--- src/hw/rtl/tpc_pkg.sv ---
// shared types and constants for the touch point conditioner
`timescale 1ns / 1ps
`default_nettype none

package tpc_pkg;

    localparam int SMP_W     = 12;
    localparam int PROD_W    = 2 * SMP_W;
    localparam int SIZE_W    = 13;
    localparam int ORIENT_W  = 3;
    localparam int CFG_W     = 13;
    localparam int CFG_IDX_W = 3;
    localparam int STEP_W    = 4;

    // configuration register indexes
    localparam logic [CFG_IDX_W-1:0] REG_X_CAL_LOW  = 3'd0;
    localparam logic [CFG_IDX_W-1:0] REG_X_CAL_HIGH = 3'd1;
    localparam logic [CFG_IDX_W-1:0] REG_Y_CAL_LOW  = 3'd2;
    localparam logic [CFG_IDX_W-1:0] REG_Y_CAL_HIGH = 3'd3;
    localparam logic [CFG_IDX_W-1:0] REG_SCREEN_W   = 3'd4;
    localparam logic [CFG_IDX_W-1:0] REG_SCREEN_H   = 3'd5;
    localparam logic [CFG_IDX_W-1:0] REG_ORIENT     = 3'd6;
    localparam logic [CFG_IDX_W-1:0] REG_PR_THRESH  = 3'd7;

    // reset values of the registers
    localparam logic [SMP_W-1:0]    RST_X_CAL_LOW  = 12'd0;
    localparam logic [SMP_W-1:0]    RST_X_CAL_HIGH = 12'd4006;
    localparam logic [SMP_W-1:0]    RST_Y_CAL_LOW  = 12'd195;
    localparam logic [SMP_W-1:0]    RST_Y_CAL_HIGH = 12'd3803;
    localparam logic [SIZE_W-1:0]   RST_SCREEN_W   = 13'd480;
    localparam logic [SIZE_W-1:0]   RST_SCREEN_H   = 13'd320;
    localparam logic [ORIENT_W-1:0] RST_ORIENT     = 3'd3;
    localparam logic [SMP_W-1:0]    RST_PR_THRESH  = 12'd150;

    localparam logic [SIZE_W-1:0] SIZE_MAX = 13'd4096;
    localparam logic [SMP_W-1:0]  VAL_MAX  = 12'hFFF;

    // orientation bits
    localparam int OR_SWAP  = 0;
    localparam int OR_INV_X = 1;
    localparam int OR_INV_Y = 2;

    typedef struct packed {
        logic             pen_down;
        logic [SMP_W-1:0] x_sample;
        logic [SMP_W-1:0] y_sample;
        logic [SMP_W-1:0] z1_sample;
        logic [SMP_W-1:0] z2_sample;
    } t_touch_in;

    typedef struct packed {
        logic             pressed;
        logic [SMP_W-1:0] screen_x;
        logic [SMP_W-1:0] screen_y;
        logic [SMP_W-1:0] median_x;
        logic [SMP_W-1:0] median_y;
        logic [SMP_W-1:0] pressure;
    } t_touch_out;

endpackage

`default_nettype wire

--- src/hw/rtl/tpc_div.sv ---
// bit-serial restoring divider, quotient known to fit in one sample width
`timescale 1ns / 1ps
`default_nettype none

module tpc_div (
    input  logic                        i_clk,
    input  logic                        i_rst_n,
    input  logic                        i_start,
    input  logic [tpc_pkg::PROD_W-1:0]  i_dividend,
    input  logic [tpc_pkg::SMP_W-1:0]   i_divisor,
    output logic                        o_done,
    output logic [tpc_pkg::SMP_W-1:0]   o_quot
);
    import tpc_pkg::*;

    localparam logic [STEP_W-1:0] LAST_STEP = STEP_W'(SMP_W - 1);

    logic              r_busy;
    logic              r_done;
    logic [STEP_W-1:0] r_step;
    logic [SMP_W-1:0]  r_rem;
    logic [SMP_W-1:0]  r_acc;
    logic [SMP_W-1:0]  r_div;

    logic [SMP_W:0] trial;
    logic [SMP_W:0] diff;
    logic           ge;

    assign trial = {r_rem, r_acc[SMP_W-1]};
    assign diff  = trial - {1'b0, r_div};
    assign ge    = (trial >= {1'b0, r_div});

    always_ff @(posedge i_clk) begin
        if (!i_rst_n) begin
            r_busy <= 1'b0;
            r_done <= 1'b0;
            r_step <= '0;
        end else begin
            r_done <= 1'b0;
            if (i_start) begin
                r_busy <= 1'b1;
                r_step <= '0;
            end else if (r_busy) begin
                r_step <= r_step + 1'b1;
                if (r_step == LAST_STEP) begin
                    r_busy <= 1'b0;
                    r_done <= 1'b1;
                end
            end
        end
    end

    // quotient bits shift in where dividend bits shift out
    always_ff @(posedge i_clk) begin
        if (i_start) begin
            r_rem <= i_dividend[PROD_W-1:SMP_W];
            r_acc <= i_dividend[SMP_W-1:0];
            r_div <= i_divisor;
        end else if (r_busy) begin
            r_rem <= ge ? diff[SMP_W-1:0] : trial[SMP_W-1:0];
            r_acc <= {r_acc[SMP_W-2:0], ge};
        end
    end

    assign o_done = r_done;
    assign o_quot = r_acc;

endmodule

`default_nettype wire

--- src/hw/rtl/touch_point_conditioner_core.sv ---
// top level of the touch point conditioner: burst store, median scan, mapping and filter
`timescale 1ns / 1ps
`default_nettype none

// usage
// - input channel (i_in_valid / o_in_ready / i_in_data): one transaction per
//   conversion pair; a pen-down transaction stores x and y in the burst store,
//   the one that completes a burst of SAMPLES also carries z1 and z2
// - output channel (o_out_valid / i_out_ready / o_out_data): at most one
//   transaction per input transaction, held in an output register
// - pen-up transaction: not-pressed result in the cycle after acceptance
// - burst still filling: no result, ready again the next cycle
// - completed burst with light pressure: not-pressed result in the cycle after acceptance
// - completed burst with real touch: median scan on one compare lane per
//   axis, a candidate load and a pass over the burst for each entry, then
//   per axis clamp, multiply, divider start, one divide step per quotient
//   bit and a done cycle, then a filter step that loads the result
// - one transaction in flight at a time; o_in_ready is high only with the
//   sequencer idle and the output register free or being emptied
// - a stalled receiver holds the result; the sequencer waits in its last step
// - reset (synchronous, active low) restores default calibration, empties
//   the burst, unseeds the filter and drops any pending result
// - configuration writes take effect at once and are meant for idle periods
module touch_point_conditioner_core #(
    parameter int SAMPLES = 5
) (
    input  logic                           i_clk,
    input  logic                           i_rst_n,
    input  logic                           i_in_valid,
    output logic                           o_in_ready,
    input  tpc_pkg::t_touch_in             i_in_data,
    output logic                           o_out_valid,
    input  logic                           i_out_ready,
    output tpc_pkg::t_touch_out            o_out_data,
    input  logic                           i_cfg_we,
    input  logic [tpc_pkg::CFG_IDX_W-1:0]  i_cfg_idx,
    input  logic [tpc_pkg::CFG_W-1:0]      i_cfg_data
);
    import tpc_pkg::*;

    localparam int IW = (SAMPLES > 1) ? $clog2(SAMPLES) : 1;
    localparam int CW = $clog2(SAMPLES + 1);
    localparam logic [IW-1:0] LAST_IDX = IW'(SAMPLES - 1);
    localparam logic [CW-1:0] LAST_CNT = CW'(SAMPLES - 1);
    localparam logic [CW-1:0] MID_RANK = CW'(SAMPLES / 2);

    // sequencer codes
    localparam logic [2:0] S_IDLE  = 3'd0;
    localparam logic [2:0] S_LOADC = 3'd1;
    localparam logic [2:0] S_SCAN  = 3'd2;
    localparam logic [2:0] S_PREP  = 3'd3;
    localparam logic [2:0] S_MUL   = 3'd4;
    localparam logic [2:0] S_DIVS  = 3'd5;
    localparam logic [2:0] S_DIVW  = 3'd6;
    localparam logic [2:0] S_FILT  = 3'd7;

    // configuration
    logic [SMP_W-1:0]    r_xcl, r_xch, r_ycl, r_ych, r_thr;
    logic [SIZE_W-1:0]   r_scr_w, r_scr_h;
    logic [ORIENT_W-1:0] r_orient;

    // control
    logic [2:0]    r_state;
    logic [CW-1:0] r_count;
    logic [IW-1:0] r_i, r_j;
    logic [CW-1:0] r_ltx, r_lex, r_lty, r_ley;
    logic          r_axis;
    logic          r_sv;
    logic          r_out_valid;

    // datapath
    logic [SMP_W-1:0]  r_xbuf [SAMPLES];
    logic [SMP_W-1:0]  r_ybuf [SAMPLES];
    logic [SMP_W-1:0]  r_cx, r_cy, r_mx, r_my, r_pr;
    logic [SMP_W-1:0]  r_num, r_den, r_top, r_px, r_py;
    logic              r_zero, r_inv;
    logic [PROD_W-1:0] r_prod;
    logic [SMP_W-1:0]  r_sx, r_sy;
    t_touch_out        r_out;

    logic accept, out_free, burst_done, light, out_load;
    assign out_free = !r_out_valid || i_out_ready;
    assign accept   = i_in_valid && o_in_ready;
    assign o_in_ready = (r_state == S_IDLE) && out_free;
    assign burst_done = (r_count == LAST_CNT);

    // pressure: z1 + (4095 - z2) never goes negative, only the top needs a clamp
    logic [SMP_W:0]   pr_sum;
    logic [SMP_W-1:0] n_pr;
    assign pr_sum = {1'b0, i_in_data.z1_sample} + {1'b0, ~i_in_data.z2_sample};
    assign n_pr   = pr_sum[SMP_W] ? VAL_MAX : pr_sum[SMP_W-1:0];
    assign light  = (n_pr < r_thr);

    // a result enters the output register: not-pressed at once, or after the filter
    assign out_load = (accept && (!i_in_data.pen_down || (burst_done && light))) ||
                      ((r_state == S_FILT) && out_free);

    // single read port into the burst store
    logic [IW-1:0]    rd_idx;
    logic [SMP_W-1:0] rd_x, rd_y;
    assign rd_idx = (r_state == S_LOADC) ? r_i : r_j;
    assign rd_x   = r_xbuf[rd_idx];
    assign rd_y   = r_ybuf[rd_idx];

    // rank counting against the candidate, one lane per axis
    logic [CW-1:0] n_ltx, n_lex, n_lty, n_ley;
    logic          hit_x, hit_y;
    assign n_ltx = r_ltx + CW'(rd_x <  r_cx);
    assign n_lex = r_lex + CW'(rd_x <= r_cx);
    assign n_lty = r_lty + CW'(rd_y <  r_cy);
    assign n_ley = r_ley + CW'(rd_y <= r_cy);
    assign hit_x = (n_ltx <= MID_RANK) && (n_lex > MID_RANK);
    assign hit_y = (n_lty <= MID_RANK) && (n_ley > MID_RANK);

    // axis set-up: clamp into the calibration range, either direction
    logic [SMP_W-1:0]  sel_v, sel_lo, sel_hi, v_c, n_num, n_den, n_top;
    logic [SIZE_W-1:0] sel_sz, sz_m1;
    logic              asc;
    assign sel_v  = (r_axis ^ r_orient[OR_SWAP]) ? r_my : r_mx;
    assign sel_lo = r_axis ? r_ycl : r_xcl;
    assign sel_hi = r_axis ? r_ych : r_xch;
    assign sel_sz = r_axis ? r_scr_h : r_scr_w;
    assign asc    = (sel_lo < sel_hi);
    assign sz_m1  = sel_sz - 1'b1;

    always_comb begin
        if (asc) begin
            if (sel_v < sel_lo)      v_c = sel_lo;
            else if (sel_v > sel_hi) v_c = sel_hi;
            else                     v_c = sel_v;
            n_num = v_c - sel_lo;
            n_den = sel_hi - sel_lo;
        end else begin
            if (sel_v > sel_lo)      v_c = sel_lo;
            else if (sel_v < sel_hi) v_c = sel_hi;
            else                     v_c = sel_v;
            n_num = sel_lo - v_c;
            n_den = sel_lo - sel_hi;
        end
        if (sel_sz == '0)          n_top = '0;
        else if (sel_sz > SIZE_MAX) n_top = VAL_MAX;
        else                        n_top = sz_m1[SMP_W-1:0];
    end

    // shared multiplier and divider
    logic [PROD_W-1:0] prod_c;
    logic              div_done;
    logic [SMP_W-1:0]  div_quot;
    logic [SMP_W-1:0]  q_c, p_c;
    assign prod_c = {{SMP_W{1'b0}}, r_num} * {{SMP_W{1'b0}}, r_top};
    assign q_c    = r_zero ? '0 : div_quot;
    assign p_c    = r_inv ? (r_top - q_c) : q_c;

    tpc_div u_div (
        .i_clk      (i_clk),
        .i_rst_n    (i_rst_n),
        .i_start    (r_state == S_DIVS),
        .i_dividend (r_prod),
        .i_divisor  (r_den),
        .o_done     (div_done),
        .o_quot     (div_quot)
    );

    // halving filter
    logic [SMP_W:0] sum_x, sum_y;
    assign sum_x = {1'b0, r_sx} + {1'b0, r_px};
    assign sum_y = {1'b0, r_sy} + {1'b0, r_py};

    // configuration port
    always_ff @(posedge i_clk) begin
        if (!i_rst_n) begin
            r_xcl    <= RST_X_CAL_LOW;
            r_xch    <= RST_X_CAL_HIGH;
            r_ycl    <= RST_Y_CAL_LOW;
            r_ych    <= RST_Y_CAL_HIGH;
            r_scr_w  <= RST_SCREEN_W;
            r_scr_h  <= RST_SCREEN_H;
            r_orient <= RST_ORIENT;
            r_thr    <= RST_PR_THRESH;
        end else if (i_cfg_we) begin
            unique case (i_cfg_idx)
                REG_X_CAL_LOW:  r_xcl    <= i_cfg_data[SMP_W-1:0];
                REG_X_CAL_HIGH: r_xch    <= i_cfg_data[SMP_W-1:0];
                REG_Y_CAL_LOW:  r_ycl    <= i_cfg_data[SMP_W-1:0];
                REG_Y_CAL_HIGH: r_ych    <= i_cfg_data[SMP_W-1:0];
                REG_SCREEN_W:   r_scr_w  <= i_cfg_data[SIZE_W-1:0];
                REG_SCREEN_H:   r_scr_h  <= i_cfg_data[SIZE_W-1:0];
                REG_ORIENT:     r_orient <= i_cfg_data[ORIENT_W-1:0];
                REG_PR_THRESH:  r_thr    <= i_cfg_data[SMP_W-1:0];
                default: ;
            endcase
        end
    end

    // sequencer and filter state
    always_ff @(posedge i_clk) begin
        if (!i_rst_n) begin
            r_state     <= S_IDLE;
            r_count     <= '0;
            r_i         <= '0;
            r_j         <= '0;
            r_ltx       <= '0;
            r_lex       <= '0;
            r_lty       <= '0;
            r_ley       <= '0;
            r_axis      <= 1'b0;
            r_sv        <= 1'b0;
            r_sx        <= '0;
            r_sy        <= '0;
            r_out_valid <= 1'b0;
        end else begin
            if (out_load)                        r_out_valid <= 1'b1;
            else if (r_out_valid && i_out_ready) r_out_valid <= 1'b0;
            unique case (r_state)
                S_IDLE: begin
                    if (accept) begin
                        if (!i_in_data.pen_down) begin
                            // pen up: empty burst, unseed filter
                            r_count     <= '0;
                            r_sv        <= 1'b0;
                            r_sx        <= '0;
                            r_sy        <= '0;
                        end else if (!burst_done) begin
                            r_count <= r_count + 1'b1;
                        end else begin
                            r_count <= '0;
                            if (light) begin
                                r_sv        <= 1'b0;
                                r_sx        <= '0;
                                r_sy        <= '0;
                            end else begin
                                r_i     <= '0;
                                r_state <= S_LOADC;
                            end
                        end
                    end
                end
                S_LOADC: begin
                    r_j     <= '0;
                    r_ltx   <= '0;
                    r_lex   <= '0;
                    r_lty   <= '0;
                    r_ley   <= '0;
                    r_state <= S_SCAN;
                end
                S_SCAN: begin
                    r_ltx <= n_ltx;
                    r_lex <= n_lex;
                    r_lty <= n_lty;
                    r_ley <= n_ley;
                    if (r_j == LAST_IDX) begin
                        if (r_i == LAST_IDX) begin
                            r_axis  <= 1'b0;
                            r_state <= S_PREP;
                        end else begin
                            r_i     <= r_i + 1'b1;
                            r_state <= S_LOADC;
                        end
                    end else begin
                        r_j <= r_j + 1'b1;
                    end
                end
                S_PREP: r_state <= S_MUL;
                S_MUL:  r_state <= S_DIVS;
                S_DIVS: r_state <= S_DIVW;
                S_DIVW: begin
                    if (div_done) begin
                        if (!r_axis) begin
                            r_axis  <= 1'b1;
                            r_state <= S_PREP;
                        end else begin
                            r_state <= S_FILT;
                        end
                    end
                end
                S_FILT: begin
                    if (out_free) begin
                        // first point after a press seeds the filter
                        r_sx        <= r_sv ? sum_x[SMP_W:1] : r_px;
                        r_sy        <= r_sv ? sum_y[SMP_W:1] : r_py;
                        r_sv        <= 1'b1;
                        r_state     <= S_IDLE;
                    end
                end
                default: r_state <= S_IDLE;
            endcase
        end
    end

    // datapath registers
    always_ff @(posedge i_clk) begin
        if (accept && i_in_data.pen_down) begin
            r_xbuf[r_count[IW-1:0]] <= i_in_data.x_sample;
            r_ybuf[r_count[IW-1:0]] <= i_in_data.y_sample;
            r_pr <= n_pr;
        end
        if (accept && (!i_in_data.pen_down || (burst_done && light))) begin
            r_out <= '0;
        end
        if (r_state == S_LOADC) begin
            r_cx <= rd_x;
            r_cy <= rd_y;
        end
        if (r_state == S_SCAN && r_j == LAST_IDX) begin
            if (hit_x) r_mx <= r_cx;
            if (hit_y) r_my <= r_cy;
        end
        if (r_state == S_PREP) begin
            r_num  <= n_num;
            r_den  <= n_den;
            r_top  <= n_top;
            r_zero <= (sel_lo == sel_hi);
            r_inv  <= r_axis ? r_orient[OR_INV_Y] : r_orient[OR_INV_X];
        end
        if (r_state == S_MUL) r_prod <= prod_c;
        if (r_state == S_DIVW && div_done) begin
            if (!r_axis) r_px <= p_c;
            else         r_py <= p_c;
        end
        if (r_state == S_FILT && out_free) begin
            r_out.pressed  <= 1'b1;
            r_out.screen_x <= r_sv ? sum_x[SMP_W:1] : r_px;
            r_out.screen_y <= r_sv ? sum_y[SMP_W:1] : r_py;
            r_out.median_x <= r_mx;
            r_out.median_y <= r_my;
            r_out.pressure <= r_pr;
        end
    end

    assign o_out_valid = r_out_valid;
    assign o_out_data  = r_out;

endmodule

`default_nettype wire

--- config.mk ---
export PLATFORM = sky130hd
export DESIGN_NAME = touch_point_conditioner_core
export DESIGN_NICKNAME = d
export VERILOG_FILES = /design/src/hw/rtl/tpc_pkg.sv /design/src/hw/rtl/tpc_div.sv /design/src/hw/rtl/touch_point_conditioner_core.sv
export SDC_FILE = /design/constraint.sdc
export NUM_CORES = 1
export LEC_CHECK = 0
export ABC_AREA = 0
export BUFFER_PORTS_ARGS = -buffer_cell sky130_fd_sc_hd__buf_2
export CORE_MARGIN = 8
export CORE_UTILIZATION = 55
export DETAILED_ROUTE_END_ITERATION = 8
export PLACE_DENSITY = 0.75
export SLEW_MARGIN = 20
export SYNTH_ARGS = -nofsm -noshare
export SYNTH_HDL_FRONTEND = slang
export SYNTH_SLANG_ARGS = --single-unit
--- constraint.sdc ---
create_clock -name i_clk -period 5.9 [get_ports i_clk]
set_input_delay 0.295 -clock i_clk [delete_from_list [all_inputs] [get_ports i_clk]]
set_output_delay 0.295 -clock i_clk [all_outputs]
set_load 0.05 [all_outputs]
# Word-level counts from Yosys, hierarchy flattened
# Memory sizes are Yosys's and may differ from the RTL's.
# Index checks and enable logic that the tools add are counted.
[word_totals]
register_bits = 389
ram_bits = 120
input_bits = 70
out_inout_bits = 63
elab_cells = 243
mem_count = 2
[op_classes]
addsub = 18
multipliers = 1
magnitude_cmp = 16
eq_ne = 31
mux = 78
bitwise = 5
reduce_logical = 46
[mem_list]
columns = ["name", "depth", "width", "read_ports", "rd_clocked_by_memory_dff", "wr", "line_no", "text"]
rows = [
  ["r_xbuf", 5, 12, 1, 0, 1, "touch_point_conditioner_core.sv:72", "logic [SMP_W-1:0] r_xbuf [SAMPLES];"],
  ["r_ybuf", 5, 12, 1, 0, 1, "touch_point_conditioner_core.sv:73", "logic [SMP_W-1:0] r_ybuf [SAMPLES];"],
]
[op_table]
columns = ["operator", "n"]
rows = [
  ["$mux 12", 28],
  ["$mux 60", 2],
  ["$lt 12x12->1", 6],
  ["$sub 12x12->12", 6],
  ["$mux 3", 18],
  ["$pmux 12 s2", 2],
  ["$add 12x12->13", 3],
  ["$pmux 3 s2", 6],
  ["$eq 3x3->1 const B", 11],
  ["$reduce_and 2->1", 14],
  ["$gt 12x12->1", 2],
  ["$le 12x12->1", 2],
  ["$mul 12x12->24", 1],
  ["$pmux 3 s8", 1],
  ["$ne 2x2->1 const B", 9],
  ["$mux 1", 17],
  ["$reduce_and 7->1", 2],
  ["$reduce_bool 2->1", 7],
  ["$ge 13x12->1", 1],
  ["$gt 13x13->1 const B", 1],
  ["$logic_not 13->1", 1],
  ["$mux 13", 1],
  ["$add 3x1->3", 4],
  ["$eq 12x12->1", 1],
  ["23 further kinds", 49],
]

# Logic depth before layout (Yosys ltp)
[depth]
word_depth = 9
mapped_depth = 27

# Modules after synthesis
# A second synthesis with hierarchy kept.
[hier_totals]
cells_unflattened = 2930
area_unflattened_um2 = 31016.0
[modules_own_cells]
columns = ["module", "n_inst", "cells_per_inst", "area_each_um2", "seq_area_each_um2"]
rows = [
  ["touch_point_conditioner_core", 1, 2717, 28548.6, 12612.1],
  ["tpc_div", 1, 213, 2467.4, 1201.2],
]

# Worst setup path after synthesis
# OpenSTA, ideal clock, no wires.
[synth_path]
path_type = "register to register"
start = "register r_state[1]"
end = "register r_mx[0] (enable)"
arrival_time_ns = 5.783
setup_slack_ns = -0.332
stages_incl_launch_ff = 23
path_cell_list = "dfxtp_1 -> inv_1 -> and3_1 -> buf_2 -> nor2_1 -> a21oi_1 -> clkbuf_1 -> clkbuf_1 -> nand3_1 -> o21ai_0 -> o21ai_0 -> ha_1 -> nor2b_1 -> o21ai_0 -> nand2b_1 -> a21oi_1 -> o311a_1 -> or2_2 -> ha_1 -> ha_1 -> xor2_1 -> a21oi_1 -> a2111oi_0"
[synth_between]
elab_chain_cells = 8
word_cells_on_any_way = 13
classes_between = "add/sub: 2; order compare: 4; eq/ne: 2; mux: 1; reduce/logical: 3; memory: 1"
[synth_rtl]
columns = ["item", "line_no", "text"]
rows = [
  ["from (decl)", "touch_point_conditioner_core.sv:63", "logic [2:0] r_state;"],
  ["from (signal assigned)", "touch_point_conditioner_core.sv:198", "r_state <= S_IDLE;"],
  ["from (signal assigned)", "touch_point_conditioner_core.sv:233", "r_state <= S_LOADC;"],
  ["from (signal assigned)", "touch_point_conditioner_core.sv:244", "r_state <= S_SCAN;"],
  ["$eq 3x1->1 (*)", "touch_point_conditioner_core.sv:101", "assign rd_idx = (r_state == S_LOADC) ? r_i : r_j;"],
  ["$mux 3 (*)", "touch_point_conditioner_core.sv:101", ""],
  ["$mem_v2 5x12 (*)", "-", ""],
  ["named net rd_x[1]", "touch_point_conditioner_core.sv:100", "logic [SMP_W-1:0] rd_x, rd_y;"],
  ["$lt 12x12->1 or $le 12x12->1 (tied branches)", "touch_point_conditioner_core.sv:108, touch_point_conditioner_core.sv:109", ""],
  ["$add 3x1->3, on equally long branches", "touch_point_conditioner_core.sv:108, touch_point_conditioner_core.sv:109", ""],
  ["$le 3x2->1 or $gt 3x2->1 (tied branches)", "touch_point_conditioner_core.sv:112", "assign hit_x = (n_ltx <= MID_RANK) && (n_lex > MID_RANK);"],
  ["$logic_and 1x1->1 (*)", "touch_point_conditioner_core.sv:112", ""],
  ["$reduce_and 2->1 (no line) (*)", "-", ""],
  ["to (signal assigned)", "touch_point_conditioner_core.sv:305", "if (hit_x) r_mx <= r_cx;"],
  ["to (decl)", "touch_point_conditioner_core.sv:74", "logic [SMP_W-1:0] r_cx, r_cy, r_mx, r_my, r_pr;"],
]
# The timed path passes the listed nets; every way through them passes the cells marked *.
# A chain may end at the register's enable or synchronous reset.

# Final worst setup path
[layout_path]
start = "register r_state[1]"
end = "register r_my[4] (enable)"
[layout_between]
elab_chain_cells = 8
word_cells_on_any_way = 13
classes_between = "add/sub: 2; order compare: 4; eq/ne: 2; mux: 1; reduce/logical: 3; memory: 1"
[layout_rtl]
columns = ["item", "line_no", "text"]
rows = [
  ["$eq 3x1->1 (*)", "touch_point_conditioner_core.sv:101", ""],
  ["$mux 3 (*)", "touch_point_conditioner_core.sv:101", ""],
  ["$mem_v2 5x12 (*)", "-", ""],
  ["named net rd_y[7]", "touch_point_conditioner_core.sv:100", ""],
  ["$lt 12x12->1 or $le 12x12->1 (tied branches)", "touch_point_conditioner_core.sv:110, touch_point_conditioner_core.sv:111", ""],
  ["$add 3x1->3, on equally long branches", "touch_point_conditioner_core.sv:110, touch_point_conditioner_core.sv:111", ""],
  ["$le 3x2->1 or $gt 3x2->1 (tied branches)", "touch_point_conditioner_core.sv:113", "assign hit_y = (n_lty <= MID_RANK) && (n_ley > MID_RANK);"],
  ["$logic_and 1x1->1 (*)", "touch_point_conditioner_core.sv:113", ""],
  ["$reduce_and 2->1 (no line) (*)", "-", ""],
  ["to (signal assigned)", "touch_point_conditioner_core.sv:306", "if (hit_y) r_my <= r_cy;"],
  ["to (decl)", "touch_point_conditioner_core.sv:74", ""],
]
# Marked as above.

==> impl_metrics.env <==
export IMPL_initial_core_util=0.555
export IMPL_rsz0062_at_grt="false"
export IMPL_synth_top_area_cell="edfxtp_1"
export IMPL_nets=3718
export IMPL_cts_made_buffers=53
export IMPL_reg2reg_depth=20
export IMPL_clock_path_buffers=3
export IMPL_ys_warn_count=0
export IMPL_fp_dieH_um=255
export IMPL_synthesis_area_um2=31300
export IMPL_postSynthNetCount=3558
export IMPL_cts_reportedPaths_clkPinSlew_ns=0.07
export IMPL_num_rows=87
export IMPL_syn_to_final_growth_pct=12.0
export IMPL_worstPathCellList="inv_1, and3_2, nor2_1, a21o_1, nand2_1, nand3_1, o21ai_0, o21ai_0, ha_1, and3_1, a221oi_1, o21ai_0, nor2_1, o21bai_1, ha_1, ha_1, xor2_1, a21oi_1, a2111oi_2, buf_4"
export IMPL_slowest_delay_ns=0.51
export IMPL_final_common_cell="nand2_1"
export IMPL_dominantRegCellSynth="edfxtp_1"
export IMPL_met1Wirelength_mm=31.5
export IMPL_final_util=0.622
export IMPL_grtUsageTotal=0.236
export IMPL_required_ns=6.22
export IMPL_wl_per_cell_um=19.1
export IMPL_end_kind="register"
export IMPL_vdd_drop_max_v=0.000265
export IMPL_drv_slew=0
export IMPL_first_global_vias=23800
export IMPL_nFillCells=4518
export IMPL_fmax_mhz=177
export IMPL_hold_path_class="in2reg"
export IMPL_viasPerCell=5.73
export IMPL_clock_latency_ns=0.62
export IMPL_arrival_ns=5.96
export IMPL_synth_area_leaders="edfxtp_1, ha_1, dfxtp_1"
export IMPL_die_w_um=255
export IMPL_hold_violations=0
export IMPL_clockRootBuffer="clkbuf_16"
export IMPL_met2_length_mm=38.9
export IMPL_worstPathMaxFanout=16
export IMPL_grt_max_degree=80
export IMPL_finalSetupTns_ns=0
export IMPL_route_detailed_drc=0
export IMPL_final_period_utilization=0.956
export IMPL_crit_path_start_kind="register"
export IMPL_r2r_end="r_my[4]"
export IMPL_htree_levels=2
export IMPL_fin_crit_ns=5.64
export IMPL_path_class="reg2reg"
export IMPL_antenna_left=0
export IMPL_core_area_um2=56400
export IMPL_worstMarginPinSlew_ns=0.958
export IMPL_syn_inst=3139
export IMPL_antenna_found_initial=9
export IMPL_grt_pass1_wl_mm=123
export IMPL_critPathSlowestCell="o21ai_0"
export IMPL_wl_mm=78.2
export IMPL_p_leak_nw=14.8
export IMPL_dp_hpwl_mm=57.3
export IMPL_cap_violations=0
export IMPL_ys_async_sr_fraction=0
export IMPL_ys_ff_latch=509
export IMPL_fin_worst_skew_ns=0.0211
export IMPL_layout_common_cells="nand2_1, edfxtp_1, inv_1"
export IMPL_syn_area_per_cell_um2=9.97
export IMPL_drt_iter0_drc=1601
export IMPL_yosysTopAreaCellShare=0.347
export IMPL_dpl_cell_count=3961
export IMPL_setup_viol=0
export IMPL_power_per_cell_area_nw_per_um2=219
export IMPL_drtPass1Iterations=6
export IMPL_synth_cell_type_count=84
export IMPL_drive_above_1_share=0.104
export IMPL_reg2reg_slack_ns=0.26
export IMPL_top_layer="met5"
export IMPL_die_area_um2=64800
export IMPL_worstReg2RegStart="r_state[1]"
export IMPL_wl_met3_mm=4.52
export IMPL_relSlewSlack=0.359
export IMPL_cts_num_sinks=509
export IMPL_vias=23500
export IMPL_cts_tree="yes"
export IMPL_routabilityCongestion=0.955
export IMPL_whs_ns=0.0323
export IMPL_fin_ws_ns=0.259
export IMPL_io_pins=133
export IMPL_crit_end="r_my[4]"
export IMPL_finalNonFillerCells=4106
export IMPL_grt_overflow=0
export IMPL_status="finished, final reports clean"
export IMPL_seq_area_frac_synth=0.441
export IMPL_place_ws_ns=0.137
export IMPL_critPathLaunch="r_state[1]"
export IMPL_port_buffers=132
export IMPL_synth_edf_count=362
[how the worst min path moves through the flow]
stage                   from              to  cells past startpoint
3_3_place_gp        r_den[0]  u_div.r_div[0]                      0
5_1_grt        i_cfg_data[4]        r_xch[4]                      3
3_5_place_dp        r_den[0]  u_div.r_div[0]                      0
2_1_floorplan  i_in_data[36]    r_xbuf[0][0]                      0
6_report       i_cfg_data[6]        r_ycl[6]                      3
4_1_cts        i_cfg_data[6]        r_ycl[6]                      3
[state kept, by name, summed over array words and instances, names as in the netlist, 13 cells and up]
signal / count
r_xbuf: 60
r_scr_h: 13
r_scr_w: 13
r_ybuf: 60
o_out_data: 61
r_prod: 24
[metrics by stage]
stage	cell area, um2	power [mW]
after floorplan	31300	4.34
after global placement	33000	4.49
after detailed placement	33000	4.51
after CTS	34900	7.73
after global routing	35100	7.91
final	35100	7.69
[what timing repair did]
item,in CTS,in global routing
buffers inserted,0,11
hold buffers,28,0
hold endpoints to repair,125,0
gates resized for setup,0,4
endpoints found under the setup margin,0,16
[cell families (layout without fill, tap and decap cells)]
| family | after synthesis | count (layout) | synth area share |
|---|---|---|---|
| other | 0 | 6 | 0 |
| XOR/XNOR | 103 | 103 | 0.0288 |
| adder cells (fa/ha/maj) | 351 | 351 | 0.166 |
| buffers and inverters | 398 | 603 | 0.0494 |
| AND/OR/NAND/NOR | 1121 | 1121 | 0.165 |
| flip-flops | 509 | 509 | 0.441 |
| AO/OA/AOI/OAI | 543 | 543 | 0.113 |
| multiplexers | 114 | 114 | 0.0368 |
[Yosys cell counts (15+ instances only)]
cell,instances
a21boi_0,68
a21o_1,44
a21oi_1,126
a31oi_1,24
and2_1,112
and3_1,17
buf_2,20
clkbuf_1,104
dfxtp_1,147
edfxtp_1,362
fa_1,109
ha_1,240
inv_1,264
mux2i_1,105
nand2_1,560
nand2b_1,41
nand3_1,87
nand4_1,24
nor2_1,135
nor2b_1,45
nor3_1,44
o211ai_1,16
o21a_1,24
o21ai_0,137
or3_1,15
xnor2_1,71
xor2_1,32
[layer usage]
metal,vias to the layer above,GRT usage
met4,8,0.101
met5,-,0
met2,721,0.412
li1,11200,-
met1,11400,0.289
met3,198,0.0374
[cell type report]
class / instances / area [um2] / share of cell area
clock buffer: 71 / 1470 / 0.0418
sequential: 509 / 13800 / 0.394
inverter: 265 / 996 / 0.0284
clock inverter: 29 / 206 / 0.00589
timing repair buffer: 238 / 1590 / 0.0454
antenna: 6 / 15.0 / 0.000428
tap: 756 / 946 / 0.0270
multi-input combinational: 2232 / 16000 / 0.457
[report_power, final]
part,internal [mW],switching [mW]
sequential,3.86,0.0181
clock,1.77,1.47
combinational,0.217,0.358
total,5.85,1.84
[worst max-delay path: cells and delay by family (launching register included)]
kind                     cells  cell delay (ns)
buffers and inverters        2             0.54
adder cells (fa/ha/maj)      3             0.80
flip-flops                   1             0.34
AO/OA/AOI/OAI                8             2.05
AND/OR/NAND/NOR              6             1.45
XOR/XNOR                     1             0.18
(Power assumes the default switching activity.)
